**src/rtl/prb_pkg.sv**
```systemverilog
// Shared types and constants for the packet reorder buffer.
`default_nettype none

package prb_pkg;

    localparam int WINDOW_PACKETS_DEF = 64;
    localparam int PAYLOAD_BYTES_DEF  = 2;
    localparam int SEQ_W              = 32;
    localparam int BYTE_W             = 8;

    // Item kind decoded from the op field
    typedef enum logic {
        OP_RECEIVE = 1'b0,
        OP_DELIVER = 1'b1
    } t_op;

    // Classified command word queued between front and back
    typedef struct packed {
        t_op               op;
        logic [SEQ_W-1:0]  seq;
        logic [BYTE_W-1:0] byte_first;
        logic [BYTE_W-1:0] byte_second;
    } t_cmd;

    // Back-end sequencer states
    typedef enum logic [1:0] {
        S_IDLE = 2'd0,
        S_RUN  = 2'd1,
        S_OUT  = 2'd2
    } t_state;

endpackage

`default_nettype wire

```
**src/rtl/prb_ram.sv**
```systemverilog
// Generic single-port-write, registered-read RAM.
`default_nettype none

module prb_ram #(
    parameter int WIDTH = 16,
    parameter int DEPTH = 64
) (
    input  wire logic                     i_clk,
    input  wire logic                     i_we,
    input  wire logic [$clog2(DEPTH)-1:0] i_wr_addr,
    input  wire logic [WIDTH-1:0]         i_wr_data,
    input  wire logic                     i_re,
    input  wire logic [$clog2(DEPTH)-1:0] i_rd_addr,
    output logic      [WIDTH-1:0]         o_rd_data
);

    logic [WIDTH-1:0] r_mem [DEPTH];

    // Write port and registered read port
    always_ff @(posedge i_clk) begin
        if (i_we) begin
            r_mem[i_wr_addr] <= i_wr_data;
        end
        if (i_re) begin
            o_rd_data <= r_mem[i_rd_addr];
        end
    end

endmodule

`default_nettype wire

```
**src/rtl/prb_front.sv**
```systemverilog
// Front end: accepts input words, classifies them and queues commands.
`default_nettype none

module prb_front (
    input  wire logic                          i_clk,
    input  wire logic                          i_rst_n,
    input  wire logic                          i_valid,
    output logic                               o_ready,
    input  wire logic                          i_op,
    input  wire logic [prb_pkg::SEQ_W-1:0]     i_sequence_req,
    input  wire logic [prb_pkg::BYTE_W-1:0]    i_byte_first,
    input  wire logic [prb_pkg::BYTE_W-1:0]    i_byte_second,
    output logic                               o_cmd_valid,
    output prb_pkg::t_cmd                      o_cmd,
    input  wire logic                          i_cmd_ready
);

    import prb_pkg::*;

    t_cmd       r_q [2];
    logic       r_wr_ptr, n_wr_ptr;
    logic       r_rd_ptr, n_rd_ptr;
    logic [1:0] r_count, n_count;
    logic       push;
    logic       pop;
    t_cmd       in_cmd;

    // Classify the incoming word
    always_comb begin
        in_cmd.op          = t_op'(i_op);
        in_cmd.seq         = i_sequence_req;
        in_cmd.byte_first  = i_byte_first;
        in_cmd.byte_second = i_byte_second;
    end

    assign o_ready     = (r_count != 2'd2);
    assign o_cmd_valid = (r_count != 2'd0);
    assign o_cmd       = r_q[r_rd_ptr];
    assign push        = i_valid && o_ready;
    assign pop         = o_cmd_valid && i_cmd_ready;

    // Advance queue pointers and count
    always_comb begin
        n_wr_ptr = push ? ~r_wr_ptr : r_wr_ptr;
        n_rd_ptr = pop ? ~r_rd_ptr : r_rd_ptr;
        n_count  = r_count + {1'b0, push} - {1'b0, pop};
    end

    always_ff @(posedge i_clk) begin
        if (!i_rst_n) begin
            r_wr_ptr <= 1'b0;
            r_rd_ptr <= 1'b0;
            r_count  <= 2'd0;
        end else begin
            r_wr_ptr <= n_wr_ptr;
            r_rd_ptr <= n_rd_ptr;
            r_count  <= n_count;
        end
    end

    // Store the queued word
    always_ff @(posedge i_clk) begin
        if (push) begin
            r_q[r_wr_ptr] <= in_cmd;
        end
    end

endmodule

`default_nettype wire

```
**src/rtl/prb_back.sv**
```systemverilog
// Back end: window bookkeeping, payload store and in-order delivery.
`default_nettype none

module prb_back #(
    parameter int WINDOW_PACKETS = prb_pkg::WINDOW_PACKETS_DEF,
    parameter int PAYLOAD_BYTES  = prb_pkg::PAYLOAD_BYTES_DEF
) (
    input  wire logic                          i_clk,
    input  wire logic                          i_rst_n,
    input  wire logic                          i_cmd_valid,
    input  wire prb_pkg::t_cmd                 i_cmd,
    output logic                               o_cmd_ready,
    output logic                               o_valid,
    input  wire logic                          i_ready,
    output logic      [prb_pkg::SEQ_W-1:0]     o_out_sequence,
    output logic      [prb_pkg::BYTE_W-1:0]    o_out_first,
    output logic      [prb_pkg::BYTE_W-1:0]    o_out_second,
    output logic                               o_final_in_run
);

    import prb_pkg::*;

    localparam int SLOT_W = $clog2(WINDOW_PACKETS);
    localparam int RUN_W  = $clog2(WINDOW_PACKETS + 1);
    localparam int DATA_W = BYTE_W * PAYLOAD_BYTES;

    t_state                r_state, n_state;
    logic [SEQ_W-1:0]      r_base, n_base;
    logic [SLOT_W-1:0]     r_base_slot, n_base_slot;
    logic [WINDOW_PACKETS-1:0] r_win, n_win;
    logic [RUN_W-1:0]      r_run, n_run;
    logic [SEQ_W-1:0]      r_out_seq, n_out_seq;
    logic                  r_out_last, n_out_last;

    logic [SEQ_W-1:0]      offset;
    logic                  in_window;
    logic [SLOT_W:0]       slot_sum;
    logic [SLOT_W-1:0]     rx_slot;
    logic [RUN_W-1:0]      first_zero;
    logic                  do_issue;
    logic                  ram_we;
    logic                  ram_re;
    logic [DATA_W-1:0]     ram_wr_data;
    logic [DATA_W-1:0]     ram_rd_data;

    // Locate the packet inside the window; the ring slot wraps at the window size
    assign offset    = i_cmd.seq - r_base;
    assign in_window = (offset < SEQ_W'(WINDOW_PACKETS));
    assign slot_sum  = {1'b0, r_base_slot} + {1'b0, offset[SLOT_W-1:0]};
    assign rx_slot   = (slot_sum >= (SLOT_W+1)'(WINDOW_PACKETS))
                     ? SLOT_W'(slot_sum - (SLOT_W+1)'(WINDOW_PACKETS))
                     : slot_sum[SLOT_W-1:0];

    // Find the first missing packet from the base; all present gives the full window
    always_comb begin
        first_zero = RUN_W'(WINDOW_PACKETS);
        for (int i = WINDOW_PACKETS - 1; i >= 0; i--) begin
            if (!r_win[i]) begin
                first_zero = RUN_W'(i);
            end
        end
    end

    // Sequencer: next state and datapath controls
    always_comb begin
        n_state     = r_state;
        n_base      = r_base;
        n_base_slot = r_base_slot;
        n_win       = r_win;
        n_run       = r_run;
        n_out_seq   = r_out_seq;
        n_out_last  = r_out_last;
        o_cmd_ready = 1'b0;
        ram_we      = 1'b0;
        do_issue    = 1'b0;

        unique case (r_state)
            S_IDLE: begin
                o_cmd_ready = 1'b1;
                if (i_cmd_valid) begin
                    if (i_cmd.op == OP_RECEIVE) begin
                        // store in-window packets, drop the rest
                        if (in_window) begin
                            ram_we                       = 1'b1;
                            n_win[offset[SLOT_W-1:0]]    = 1'b1;
                            n_state                      = S_RUN;
                        end
                    end else if (r_run != '0) begin
                        do_issue = 1'b1;
                    end
                end
            end
            S_RUN: begin
                n_run   = first_zero;
                n_state = S_IDLE;
            end
            S_OUT: begin
                if (i_ready) begin
                    if (r_out_last) begin
                        n_state = S_IDLE;
                    end else begin
                        do_issue = 1'b1;
                    end
                end
            end
            default: begin
                n_state = S_IDLE;
            end
        endcase

        // Read the base slot, then slide the window by one packet
        if (do_issue) begin
            n_out_seq   = r_base;
            n_out_last  = (r_run == RUN_W'(1));
            n_base      = r_base + 1'b1;
            n_base_slot = (r_base_slot == SLOT_W'(WINDOW_PACKETS - 1))
                        ? '0 : r_base_slot + 1'b1;
            n_win       = r_win >> 1;
            n_run       = r_run - 1'b1;
            n_state     = S_OUT;
        end
    end

    assign ram_re = do_issue;

    // Control state
    always_ff @(posedge i_clk) begin
        if (!i_rst_n) begin
            r_state     <= S_IDLE;
            r_base      <= '0;
            r_base_slot <= '0;
            r_win       <= '0;
            r_run       <= '0;
        end else begin
            r_state     <= n_state;
            r_base      <= n_base;
            r_base_slot <= n_base_slot;
            r_win       <= n_win;
            r_run       <= n_run;
        end
    end

    // Output word fields
    always_ff @(posedge i_clk) begin
        r_out_seq  <= n_out_seq;
        r_out_last <= n_out_last;
    end

    // Pack and unpack the payload by configured byte count
    generate
        if (PAYLOAD_BYTES > 1) begin : g_two_bytes
            assign ram_wr_data  = {i_cmd.byte_second, i_cmd.byte_first};
            assign o_out_second = ram_rd_data[2*BYTE_W-1:BYTE_W];
        end else begin : g_one_byte
            assign ram_wr_data  = i_cmd.byte_first;
            assign o_out_second = '0;
        end
    endgenerate

    prb_ram #(
        .WIDTH (DATA_W),
        .DEPTH (WINDOW_PACKETS)
    ) u_store (
        .i_clk     (i_clk),
        .i_we      (ram_we),
        .i_wr_addr (rx_slot),
        .i_wr_data (ram_wr_data),
        .i_re      (ram_re),
        .i_rd_addr (r_base_slot),
        .o_rd_data (ram_rd_data)
    );

    assign o_valid        = (r_state == S_OUT);
    assign o_out_sequence = r_out_seq;
    assign o_out_first    = ram_rd_data[BYTE_W-1:0];
    assign o_final_in_run = r_out_last;

endmodule

`default_nettype wire

```
**src/rtl/packet_reorder_buffer.sv**
```systemverilog
// Top level of the packet reorder buffer.
//
//  Channel   Direction  Handshake           Word fields
//  input     in         i_valid / o_ready   i_op, i_sequence_req, i_byte_first, i_byte_second
//  output    out        o_valid / i_ready   o_out_sequence, o_out_first, o_out_second,
//                                           o_final_in_run
//
// A two-word command queue separates the front end from the back end.
// Receive: in the back end, S_IDLE does the store write and bitmap update, then
// S_RUN the find-first-zero that recomputes the run. Deliver: S_IDLE reads the
// first packet; each word taken in S_OUT reads the next until the run ends.
// Reset clears the window bitmap at once; no clearing pass is needed.
// Output stalls hold the back end; the queue keeps taking words until it fills.
`default_nettype none

module packet_reorder_buffer #(
    parameter int WINDOW_PACKETS = prb_pkg::WINDOW_PACKETS_DEF,
    parameter int PAYLOAD_BYTES  = prb_pkg::PAYLOAD_BYTES_DEF
) (
    input  wire logic                          i_clk,
    input  wire logic                          i_rst_n,
    input  wire logic                          i_valid,
    output logic                               o_ready,
    input  wire logic                          i_op,
    input  wire logic [prb_pkg::SEQ_W-1:0]     i_sequence_req,
    input  wire logic [prb_pkg::BYTE_W-1:0]    i_byte_first,
    input  wire logic [prb_pkg::BYTE_W-1:0]    i_byte_second,
    output logic                               o_valid,
    input  wire logic                          i_ready,
    output logic      [prb_pkg::SEQ_W-1:0]     o_out_sequence,
    output logic      [prb_pkg::BYTE_W-1:0]    o_out_first,
    output logic      [prb_pkg::BYTE_W-1:0]    o_out_second,
    output logic                               o_final_in_run
);

    import prb_pkg::*;

    logic cmd_valid;
    logic cmd_ready;
    t_cmd cmd;

    // Accept and classify
    prb_front u_front (
        .i_clk          (i_clk),
        .i_rst_n        (i_rst_n),
        .i_valid        (i_valid),
        .o_ready        (o_ready),
        .i_op           (i_op),
        .i_sequence_req (i_sequence_req),
        .i_byte_first   (i_byte_first),
        .i_byte_second  (i_byte_second),
        .o_cmd_valid    (cmd_valid),
        .o_cmd          (cmd),
        .i_cmd_ready    (cmd_ready)
    );

    // Execute against the window
    prb_back #(
        .WINDOW_PACKETS (WINDOW_PACKETS),
        .PAYLOAD_BYTES  (PAYLOAD_BYTES)
    ) u_back (
        .i_clk          (i_clk),
        .i_rst_n        (i_rst_n),
        .i_cmd_valid    (cmd_valid),
        .i_cmd          (cmd),
        .o_cmd_ready    (cmd_ready),
        .o_valid        (o_valid),
        .i_ready        (i_ready),
        .o_out_sequence (o_out_sequence),
        .o_out_first    (o_out_first),
        .o_out_second   (o_out_second),
        .o_final_in_run (o_final_in_run)
    );

endmodule

`default_nettype wire

```
**config.mk**
```make
export PLATFORM = sky130hd
export DESIGN_NAME = packet_reorder_buffer
export DESIGN_NICKNAME = d
export VERILOG_FILES = /design/src/rtl/prb_pkg.sv /design/src/rtl/prb_ram.sv /design/src/rtl/prb_front.sv /design/src/rtl/prb_back.sv /design/src/rtl/packet_reorder_buffer.sv
export SDC_FILE = /design/constraint.sdc
export NUM_CORES = 2
export LEC_CHECK = 0
export BUFFER_PORTS_ARGS = -buffer_cell sky130_fd_sc_hd__buf_4
export CORE_MARGIN = 2
export CORE_UTILIZATION = 58
export DETAILED_ROUTE_END_ITERATION = 7
export PLACE_DENSITY = 0.85
export SLEW_MARGIN = 5
export SYNTH_ARGS = -nofsm -noshare
export SYNTH_HDL_FRONTEND = slang
export SYNTH_SLANG_ARGS = --single-unit
export TNS_END_PERCENT = 50
```
**constraint.sdc**
```tcl
create_clock -name i_clk -period 15.8 [get_ports i_clk]
set_input_delay 3.16 -clock i_clk [delete_from_list [all_inputs] [get_ports i_clk]]
set_output_delay 3.16 -clock i_clk [all_outputs]
set_load 0.03 [all_outputs]
```
==> implementation parameters <==
Parameter                              Value

Yosys
  Register bit total from synthesis ... between 1000 and 1500
  Ys Warns ... 0
  Post-synthesis area per instance ... approximately 18 um^2
  Synthesized-area fraction occupied by adder cells ... about 1.1%
  Mux contribution to synthesized area ... between 15 and 20%
  Most used DFF post-synth ... edfxtp_1
  Post-Synthesis Net Count ... about 3100
  Count of flip-flops with a built-in enable after synthesis ... 1171
  Complex-gate fraction of the synthesized area ... 4.177%
  FFs w/ async S/R, synth ... 0%
  Synth cell types ... 76
  Parity-gate share of the synthesized area counting xor and xnor cells ... 1.007%
  Simple-gate area share of the yosys netlist ... 5.991%
  Post-synth top cells ... 1171 x edfxtp_1, 336 x mux4_2, 310 x nand2_1
  Biggest area consumer among synthesized cells ... edfxtp_1
  Share of synthesized area occupied by flip-flops and latches ... a little over two thirds
  Gate Count Post-Synth ... around 3000
  Dominant combinational cell family by area after synthesis ... multiplexers
  Dominant cell by count in the synthesized netlist ... edfxtp_1
  Top cells by area, synth ... edfxtp_1 66%, mux4_2 14%, dfxtp_1 4.4%, nand2_1 2.2%, ha_1 1.0%
  Top-area cell type share of the netlist area ... approximately 66%
  Cell Area, Synth ... between 50000 and 60000 um^2

GRT
  Pin count of the biggest net entering global routing ... between 100 and 150
  GRT Resource Usage Total ... between 20% and 30%
  Total gr overflow ... 0
  Number of global-route vias before repair ... about 30000
  Antenna violations before repair ... 4
  Global-route wire length before repair ... slightly above 200 mm

Drt
  Antenna-violating nets left ... 0
  Initial DRT Pass Iterations ... 6
  Total via count after detailed routing ... between 30000 and 40000
  WL/cell ... ~32 um
  Final wirelength ... about 140 mm
  Number of remaining DRC errors ... 0
  Number of DRC markers in iteration 0 ... 4422
  DR vias/cell ... approximately 6.9

Clock network
  Worst-path clk slew ... approximately 0.06 ns
  Number of sinks driven by the clock tree ... around 1300
  Number of gates resized after cts ... 0
  Number of buffers created by CTS ... between 100 and 150
  Root buffer cell ... clkbuf_16
  Post-CTS setup buffers ... 0
  Clock latency on the worst-skew pair ... between 0.7 and 0.8 ns
  Depth of the CTS H-tree ... 3
  # hold bufs at CTS ... 0
  Clock tree from TritonCTS ... built
  Number of buffers between clock root and the deepest sink ... 3

Pwr
  Part of the total power dissipated in combinational logic ... 21.6%
  Switching power of the nets ... between 2 and 3 mW
  Sequential Power Share ... between 40% and 50%
  Switching Fraction ... between 20% and 30%
  Proportion of power drawn by the clock network ... between 30% and 40%
  IR Drop Worst-Case VDD ... roughly 0.00013 V
  Leakage power summed over all cells ... around 19 nW
  Total Power Consumption ... ~9 mW
  Internal power ... ~6.4 mW
  Power per standard cell area ... ~150 nW/um^2

Timing
  Unrepaired setup endpoints after global routing ... false
  Rel. slew slack ... between 3 and 4%
  Actual transition at the worst max-transition pin ... approximately 1.4 ns
  Final critical-path share of the clock period ... a little over two fifths
  Worst-case clock skew ... roughly 0.066 ns
  PnR worst setup slack ... roughly 9 ns
  Total negative setup slack ... 0 ns
  Setup-failing EPs final ... 0
  Final critical path time including I/O delays and setup ... about 6.7 ns
  Peak Freq ... between 100 and 150 MHz
  Final-report hold violation count ... 0
  Number of max-slew violations in the final report ... 0
  Fin Hold WS ... between 0.4 and 0.5 ns

Layout
  Ratio of cells with drive above 1 in the final layout ... a little over a quarter
  Post-layout util ... roughly two thirds
  Final instance area ... ~60000 um^2
  Fin nets ... 3219
  P&R area growth vs syn ... 12.91%
  Non-filler instance count after layout ... roughly 4400

Worst hold path
  Type of the most critical hold path ... register to register

Worst setup path
  Required time at the endpoint of the critical path ... approximately 16 ns
  Arrival time at the worst endpoint ... a little over 7 ns
  Crit Path Class ... register to register
  Critical path startpoint category ... register
  Worst Setup End Kind ... register
  Max Fanout on Critical Path ... 66

Placement
  Cell count after placement ... 4176
  Final estimated routing congestion in global placement ... between 0.9 and 1
  Port buffer count ... 103
  Placement Cell Area ... 55840 um^2
  Pre-CTS setup slack ... a little over 9 ns
  HPWL Detailed ... 78.01 mm

Floorplan
  Overall die width ... around 310 um
  Ports ... 104
  Core area ... 90290 um^2
  Die ar. ... between 90000 and 100000 um^2
  Initial standard-cell utilization of the core ... around 59%
  Number of rows created at floorplan ... 110
  Die height ... 306.4 um

Run status
  Result of the run ... finished, final reports clean

Flow run
  Number of max-cap violations ... 0
==> per-layer routing <==
layer | track usage, % | wire [um]
met5 | 0 | 13
met4 | 13.79 | 6922
met3 | 5.136 | 12420
met2 | 51.34 | 71780
met1 | 37.14 | 47690
==> cell type report <==
class / count / area (um^2)
Timing Repair Buffer: 202 / 1541
Sequential cell: 1287 / 37500
Inverter: 62 / 235.2
Fill cell: 5536 / 30390
Clock inverter: 84 / 953.4
Clock buffer: 141 / 3070
Antenna cell: 4 / 10.01
Multi-Input combinational cell: 1449 / 15110
Tap cell: 1176 / 1471
==> worst max-delay path, stage by stage, from the launching register on <==
cell and delay (ns):
dfxtp_2 0.31, buf_4 0.55, mux2i_1 0.27, ha_1 0.19, inv_1 0.06, fa_1 0.47, a211oi_1 0.31, o21ai_1 0.16
nand4_1 0.18, a21boi_2 0.09, mux2i_1 0.12, a2111oi_0 0.54, o311ai_0 0.24, or4_4 0.94, buf_4 0.59, nor4_2 0.89
buf_4 0.34
==> sequential cells by signal, indices dropped and copies added (netlist names), named ones only <==
| signal | count |
|---|---|
| u_back.u_store.r_mem | 1024 |
| u_back.u_store.o_rd_data | 16 |
| u_back.r_win | 64 |
| u_front.r_count | 2 |
| u_back.r_base_slot | 6 |
| u_front.r_q | 98 |
| u_back.r_base | 32 |
| u_back.r_run | 7 |
| u_back.r_state | 2 |
| u_back.o_final_in_run | 1 |
| u_front.r_wr_ptr | 1 |
| u_back.o_out_sequence | 32 |
| u_front.r_rd_ptr | 1 |
==> logic make-up after synthesis <==
logic type / Yosys count
xor+xnor: 61
mux: 387
compound gates: 296
fa+ha+maj: 45
buf+inv: 229
flops: 1287
simple gates: 660
==> power by group through the flow <==
stage	clock network, mW	registers [mW]	logic, mW
2_1_floorplan	0	4.17	1.21
5_1_grt	3.09	4.09	2.04
3_3_place_gp	0	4.15	1.79
3_5_place_dp	0	4.15	1.87
6_report	2.96	4.08	1.95
4_1_cts	2.98	4.08	1.91
==> path summary, 6_finish.rpt <==
path	startpoint	slack (ns)	to	cells after the start
max	register	9.07	u_back.u_store.r_mem[32][14]	16
min reg2reg	u_back.r_base[29]	0.46	u_back.o_out_sequence[29]	0
max reg2reg	register	9.07	u_back.u_store.r_mem[32][14]	16
min	u_back.r_base[29]	0.46	u_back.o_out_sequence[29]	0
==> cells in the final DEF, fill, tap and decap left out, types with 45 or more instances in the layout <==
| master | instances |
|---|---|
| a21oi_1 | 45 |
| and2_1 | 45 |
| buf_4 | 200 |
| clkbuf_16 | 119 |
| dfxtp_1 | 111 |
| edfxtp_1 | 1171 |
| inv_1 | 61 |
| mux4_2 | 336 |
| nand2_1 | 310 |
| nand3_1 | 53 |
| nand4_1 | 48 |
| nor2_1 | 57 |
| nor4_2 | 65 |
| o21ai_0 | 72 |
| xnor2_1 | 51 |
(Power assumes the default switching activity.)
